### config.mk
export PLATFORM = sky130hd
export DESIGN_NAME = xml_double_escape_encoder_top
export DESIGN_NICKNAME = d
export VERILOG_FILES = /design/src/xdee_pkg.sv /design/src/xdee_expander.sv /design/src/xml_double_escape_encoder_top.sv
export SDC_FILE = /design/constraint.sdc
export NUM_CORES = 1
export LEC_CHECK = 0
export BUFFER_PORTS_ARGS = -buffer_cell sky130_fd_sc_hd__buf_4
export CAP_MARGIN = 10
export CORE_ASPECT_RATIO = 1.5
export CORE_MARGIN = 5
export CORE_UTILIZATION = 30
export CTS_CLUSTER_SIZE = 25
export DETAILED_ROUTE_END_ITERATION = 8
export GPL_ROUTABILITY_DRIVEN = 0
export PLACE_DENSITY = 0.46
export SYNTH_ARGS = -nofsm -noshare
export SYNTH_HDL_FRONTEND = slang
export SYNTH_HIERARCHICAL = 1
export SYNTH_SLANG_ARGS = --single-unit
### constraint.sdc
create_clock -name clk_i -period 2.5 [get_ports clk_i]
set_input_delay 0.375 -clock clk_i [delete_from_list [all_inputs] [get_ports clk_i]]
set_output_delay 0.375 -clock clk_i [all_outputs]
set_load 0.05 [all_outputs]
### src/xdee_pkg.sv
package xdee_pkg;

  localparam int CountWidth = 24;
  localparam int TotalWidth = 24;
  // The count never exceeds the narrower of the configured and the reported width.
  localparam int LenWidth = (CountWidth < TotalWidth) ? CountWidth : TotalWidth;

  localparam logic [7:0] CharQuot = 8'h22;
  localparam logic [7:0] CharApos = 8'h27;
  localparam logic [7:0] CharLt   = 8'h3C;
  localparam logic [7:0] CharGt   = 8'h3E;
  localparam logic [7:0] CharAmp  = 8'h26;

  // Entity strings, left aligned in ten byte slots.
  localparam logic [79:0] EntQuotStr = "&amp;quot;";
  localparam logic [79:0] EntAposStr = "&amp;apos;";
  localparam logic [79:0] EntLtStr   = {"&amp;lt;", 16'h0000};
  localparam logic [79:0] EntGtStr   = {"&amp;gt;", 16'h0000};
  localparam logic [79:0] EntAmpStr  = {"&amp;amp;", 8'h00};

  typedef enum logic [2:0] {
    EntNone,
    EntQuot,
    EntApos,
    EntLt,
    EntGt,
    EntAmp
  } ent_e;

  typedef struct packed {
    logic [7:0] char_byte;
    logic       is_end;
  } in_item_t;

  typedef struct packed {
    logic [7:0]            out_byte;
    logic                  run_last;
    logic                  string_done;
    logic [TotalWidth-1:0] escaped_total;
  } out_item_t;

  // One output byte from the expander, before the length is attached.
  typedef struct packed {
    logic [7:0] out_byte;
    logic       run_last;
    logic       string_done;
  } sym_t;

  function automatic ent_e ent_classify(logic [7:0] ch);
    ent_e e;
    unique case (ch)
      CharQuot: e = EntQuot;
      CharApos: e = EntApos;
      CharLt:   e = EntLt;
      CharGt:   e = EntGt;
      CharAmp:  e = EntAmp;
      default:  e = EntNone;
    endcase
    return e;
  endfunction

  // Index of the final byte of an entity.
  function automatic logic [3:0] ent_last_idx(ent_e e);
    logic [3:0] n;
    unique case (e)
      EntQuot, EntApos: n = 4'd9;
      EntLt, EntGt:     n = 4'd7;
      EntAmp:           n = 4'd8;
      default:          n = 4'd0;
    endcase
    return n;
  endfunction

  function automatic logic [7:0] ent_byte(ent_e e, logic [3:0] idx);
    logic [79:0] s;
    logic [3:0]  slot;
    unique case (e)
      EntQuot: s = EntQuotStr;
      EntApos: s = EntAposStr;
      EntLt:   s = EntLtStr;
      EntGt:   s = EntGtStr;
      EntAmp:  s = EntAmpStr;
      default: s = '0;
    endcase
    slot = (idx > 4'd9) ? 4'd0 : (4'd9 - idx);
    return s[slot*8 +: 8];
  endfunction

endpackage

### src/xdee_expander.sv
module xdee_expander (
  input  logic               clk_i,
  input  logic               rst_ni,
  input  logic               in_valid_i,
  output logic               in_ready_o,
  input  xdee_pkg::in_item_t in_item_i,
  input  logic               step_i,
  output logic               sym_valid_o,
  output xdee_pkg::sym_t     sym_o
);

  logic               valid_q;
  xdee_pkg::in_item_t item_q;
  logic [3:0]         idx_q, idx_d;
  xdee_pkg::ent_e     ent;
  logic               last;

  assign ent  = xdee_pkg::ent_classify(item_q.char_byte);
  assign last = item_q.is_end || (idx_q == xdee_pkg::ent_last_idx(ent));

  // Take the next item as the last byte of this one leaves.
  assign in_ready_o  = !valid_q || (step_i && last);
  assign sym_valid_o = valid_q;

  always_comb begin
    sym_o.run_last    = last;
    sym_o.string_done = item_q.is_end;
    if (item_q.is_end) begin
      sym_o.out_byte = 8'h00;
    end else if (ent == xdee_pkg::EntNone) begin
      sym_o.out_byte = item_q.char_byte;
    end else begin
      sym_o.out_byte = xdee_pkg::ent_byte(ent, idx_q);
    end
  end

  always_comb begin
    idx_d = idx_q;
    if (step_i) begin
      idx_d = last ? 4'd0 : idx_q + 4'd1;
    end
  end

  always_ff @(posedge clk_i or negedge rst_ni) begin
    if (!rst_ni) begin
      valid_q <= 1'b0;
      idx_q   <= 4'd0;
    end else begin
      idx_q <= idx_d;
      if (in_ready_o) begin
        valid_q <= in_valid_i;
      end
    end
  end

  always_ff @(posedge clk_i) begin
    if (in_ready_o && in_valid_i) begin
      item_q <= in_item_i;
    end
  end

endmodule

### src/xml_double_escape_encoder_top.sv
// Double XML escape encoder. Each input item carries one string byte or an end
// mark. An ordinary byte yields one output item; a double quote, apostrophe,
// '<', '>' or '&' yields its entity (&amp;quot;, &amp;apos;, &amp;lt;,
// &amp;gt;, &amp;amp;) as 10, 10, 8, 8 or 9 output items, one per cycle
// unless the output stalls, with run_last on the final byte. An end item
// yields one zero terminator with string_done set and the saturating total,
// then clears the count. Without output stalls, plain bytes flow at one item
// per cycle and the expander's byte index steps through an entity one byte
// per cycle while input waits. Items pass the expander's item register, then
// the output register, which refills in the same cycle its byte is taken.
module xml_double_escape_encoder_top (
  input  logic                clk_i,
  input  logic                rst_ni,
  input  logic                in_valid_i,
  output logic                in_ready_o,
  input  xdee_pkg::in_item_t  in_item_i,
  output logic                out_valid_o,
  input  logic                out_ready_i,
  output xdee_pkg::out_item_t out_item_o
);

  logic                           sym_valid;
  xdee_pkg::sym_t                 sym;
  logic                           step;
  logic [xdee_pkg::LenWidth-1:0]  count_q, count_d, count_inc;
  logic                           out_valid_q;
  xdee_pkg::out_item_t            out_q, out_d;

  xdee_expander u_expander (
    .clk_i       (clk_i),
    .rst_ni      (rst_ni),
    .in_valid_i  (in_valid_i),
    .in_ready_o  (in_ready_o),
    .in_item_i   (in_item_i),
    .step_i      (step),
    .sym_valid_o (sym_valid),
    .sym_o       (sym)
  );

  assign step = sym_valid && (!out_valid_q || out_ready_i);

  // Saturate at all ones.
  assign count_inc = (count_q == '1) ? count_q : count_q + 1'b1;

  always_comb begin
    count_d                = count_q;
    out_d.out_byte         = sym.out_byte;
    out_d.run_last         = sym.run_last;
    out_d.string_done      = sym.string_done;
    out_d.escaped_total    = xdee_pkg::TotalWidth'(count_q);
    if (step) begin
      if (sym.string_done) begin
        count_d = '0;
      end else begin
        count_d             = count_inc;
        out_d.escaped_total = xdee_pkg::TotalWidth'(count_inc);
      end
    end
  end

  always_ff @(posedge clk_i or negedge rst_ni) begin
    if (!rst_ni) begin
      count_q     <= '0;
      out_valid_q <= 1'b0;
    end else begin
      count_q <= count_d;
      if (!out_valid_q || out_ready_i) begin
        out_valid_q <= sym_valid;
      end
    end
  end

  always_ff @(posedge clk_i) begin
    if (step) begin
      out_q <= out_d;
    end
  end

  assign out_valid_o = out_valid_q;
  assign out_item_o  = out_q;

endmodule
==> summary.md <==
| Metric | Value |
|---|---|
| Distinct cells, synth | 68 |
| DRC | 0 |
| Sw frac | 0.3671 |
| # hold bufs at CTS | 0 |
| Worst-case clock skew | 0.009199 ns |
| Status | complete, but fails checks |
| Area of the mapped netlist | 0.004280 mm^2 |
| # IOs | 49 |
| Req. time, crit path | 2.12 ns |
| Final Cell Area | 0.005507 mm^2 |
| Commonest non-fill, non-tap cell in the layout | buf_4 |
| Storage cell area | 0.002043 mm^2 |
| Grt ovf | 0 |
| Worst stage delay on the critical path | 0.48 ns |
| EDFF count, synth | 43 |
| Internal power | 2.962 mW |
| CTS sink cnt | 73 |
| Die H | 156.3 um |
| Syn_nets | 458 |
| Die W | 107.5 um |
| I/O Buffers | 48 |
| Number of synthesized register bits | 73 |
| First-pass GRT wire length | 19,420 um |
| Worst-skew pair later-pin latency | 0.33 ns |
| Vias per std cell | 5.229 |
| Max Root-Sink Buffers | 2 |
| Synth async-reset ratio | 0.4110 |
| Endpoints failing setup | 1 |
| TritonCTS clock tree | built |
| Routed wire per std cell | 17.07 um |
| Max-slew headroom | 0.4559 |
| Mean Syn Cell Area | 9.706 um^2 |
| Dpl cell area | 0.005129 mm^2 |
| Worst-path clk slew | 0.06 ns |
| Vias in the first global route | 3,719 |
| FMAX | 377.0 MHz |
| Initial drt markers | 170 |
| Fillers | 1,381 |
| Post-route ant nets | 0 |
| Post-route clock period utilization | 1.061 |
| Largest net degree at the start of global routing | 31 |
| Max-capacitance violation count | 0 |
| Clock share of power | 0.292 |
| Minimum clock period | 2.652 ns |
| Crit-path max FO | 5 |
| Peak supply drop | 0.0003031 V |
| Initial Util | 0.3059 |
| Flop pwr share | 0.369 |
| Setup TNS | -0.1524 ns |
| Post-synthesis sequential area ratio | 0.4771 |
| Crit path cell chain | or3b_4, nor3_4, mux2i_1, inv_1, o311ai_4, buf_6 |
| Commonest non-fill, non-tap cells in the layout | buf_4 (95), nand2_1 (54), edfxtp_1 (43) |
| Slowest CP cell | or3b_4 |
| Clock Root Buffer | clkbuf_16 |
| Std cell rows | 53 |
| Wire length after detailed routing | 12,170 um |
| Layout Area Growth over Synthesis | 28.65% |
| Worst-margin pin slew | 0.8162 ns |
| CP endpoint kind | output port |
| H-tree depth | 3 |
| Share of cells above drive strength 1 | 0.2649 |
| ANT cells | 0 |
| Area of the multi-input gates | 0.002102 mm^2 |
| Synth warn | 6 |
| Worst setup SP type | flip-flop |
| CP arrival | 2.28 ns |
| DP Wirelength | 8872 um |
| Final hold viol count | 10 |
| Dpl ws | -0.01792 ns |
| WHS | -0.007685 ns |
| GRT Util Overall | 0.1466 |
| CTS buffer count | 9 |
| Comb power frac | 0.339 |
| Fin nets | 533 |
| RSZ-0062 raised after global routing | yes |
| Core area | 0.01399 mm^2 |
| Final Core Density | 0.3935 |
| Failing checks | negative hold slack, negative setup slack |
| P_sw | 1.718 mW |
| Leakage | 2.185 nW |
| Slew Limit Fails | 0 |
| PwrDens | 849.9 mW/mm^2 |
| Worst setup margin | -0.1524 ns |
| Pre-antenna DRT Iters | 4 |
| CP Class | reg2out |
| Vias | 3,728 |
| Total die area | 0.01681 mm^2 |
| Hold crit path type | in2async |
| Initial antenna violation count | 0 |
| Main synth FF type | edfxtp_1 |
| Syn Inst Count | 441 |
stage by stage:
stage	instances	total power, mW
after CTS	709	4.726
after floorplan	441	2.779
final	713	4.680
after global routing	713	4.906
after global placement	693	3.303
after detailed placement	693	3.306
synthesized netlist by cell type, types with 4 or more instances:
cell | count | area [um^2]
xor2_1 | 14 | 122.6
nand3_1 | 25 | 125.1
ha_1 | 4 | 50.05
and2_1 | 6 | 37.54
o31ai_1 | 9 | 67.56
dfrtp_1 | 30 | 750.7
o21ai_0 | 17 | 85.08
edfxtp_1 | 43 | 1291
buf_2 | 7 | 35.03
nor3_1 | 18 | 90.09
inv_1 | 13 | 48.80
clkbuf_1 | 21 | 78.83
nand2_1 | 54 | 202.7
and3_1 | 4 | 25.02
nor4_1 | 7 | 43.79
nor2_1 | 23 | 86.33
nand2b_1 | 8 | 50.05
a21oi_1 | 27 | 135.1
a211o_1 | 5 | 43.79
a31oi_1 | 8 | 50.05
o311ai_0 | 10 | 87.58
xnor2_1 | 11 | 96.34
state kept, by name, indices dropped and copies added, names as in the netlist:
signal / flops
count_q: 24
out_item_o: 34
out_valid_o: 1
u_expander/idx_q: 4
u_expander/item_q: 8
u_expander/sym_o: 1
u_expander/sym_valid_o: 1
cell families (layout without fill, tap and decap cells):
family	after synthesis	after routing	share of synthesized area
AOI/OAI and AO/OA	109	109	0.1786
xor gates and xnor gates	25	25	0.05115
adders and majority gates	4	4	0.01169
buffers and inverters	48	127	0.04736
DFF	73	73	0.4771
muxes	6	6	0.01491
and+or+nand+nor	176	177	0.2192
final cells by class:
type / count / share of cell area
clock inverters: 5 / 0.01454
repair buffers: 98 / 0.1372
flip-flops and latches: 73 / 0.3711
inverters: 13 / 0.009543
clock buffers: 11 / 0.04226
multi-input cells: 321 / 0.3817
well taps: 192 / 0.04363
path summary, 6_finish.rpt:
check	start	slack [ns]	cells past startpoint	end
worst max-delay path	u_expander/item_q[8]	-0.15	6	in_ready_o
worst min-delay path	rst_ni	-0.008	1	count_q[10]
worst max register to register	u_expander/item_q[8]	0.06	7	u_expander/item_q[4]
worst min register to register	count_q[16]	0.55	1	count_q[16]
max in group asynchronous	rst_ni	2.17	1	out_valid_o
min in group clk_i	in_item_i[1]	0.22	1	u_expander/item_q[1]
metal layers:
layer	global-route usage	wire length (um)
met5	0	0
met4	0.06919	376
met3	0.02105	485
met2	0.2802	6821
met1	0.1547	4490
power groups by stage:
stage,registers (mW),clock network [mW],logic [mW]
2_1_floorplan,2.13,0,0.652
3_3_place_gp,1.75,0,1.56
3_5_place_dp,1.75,0,1.56
5_1_grt,1.76,1.44,1.70
4_1_cts,1.73,1.42,1.58
6_report,1.73,1.37,1.59
worst max-delay path: cells and delay by family, from the launching register on:
kind / cells / cell delay [ns]
simple gates: 2 / 0.65
mux: 1 / 0.26
buf+inv: 2 / 0.32
compound gates: 1 / 0.33
flops: 1 / 0.38
timing repair:
item / 4_1_cts / 5_1_grt
gates cloned: 0 / 1
setup buffers: 1 / 4
pin swaps: 6 / 4
gates resized for setup: 5 / 2
setup endpoints to repair: 2 / 10
No activity file was read; power rests on OpenSTA's default activity.
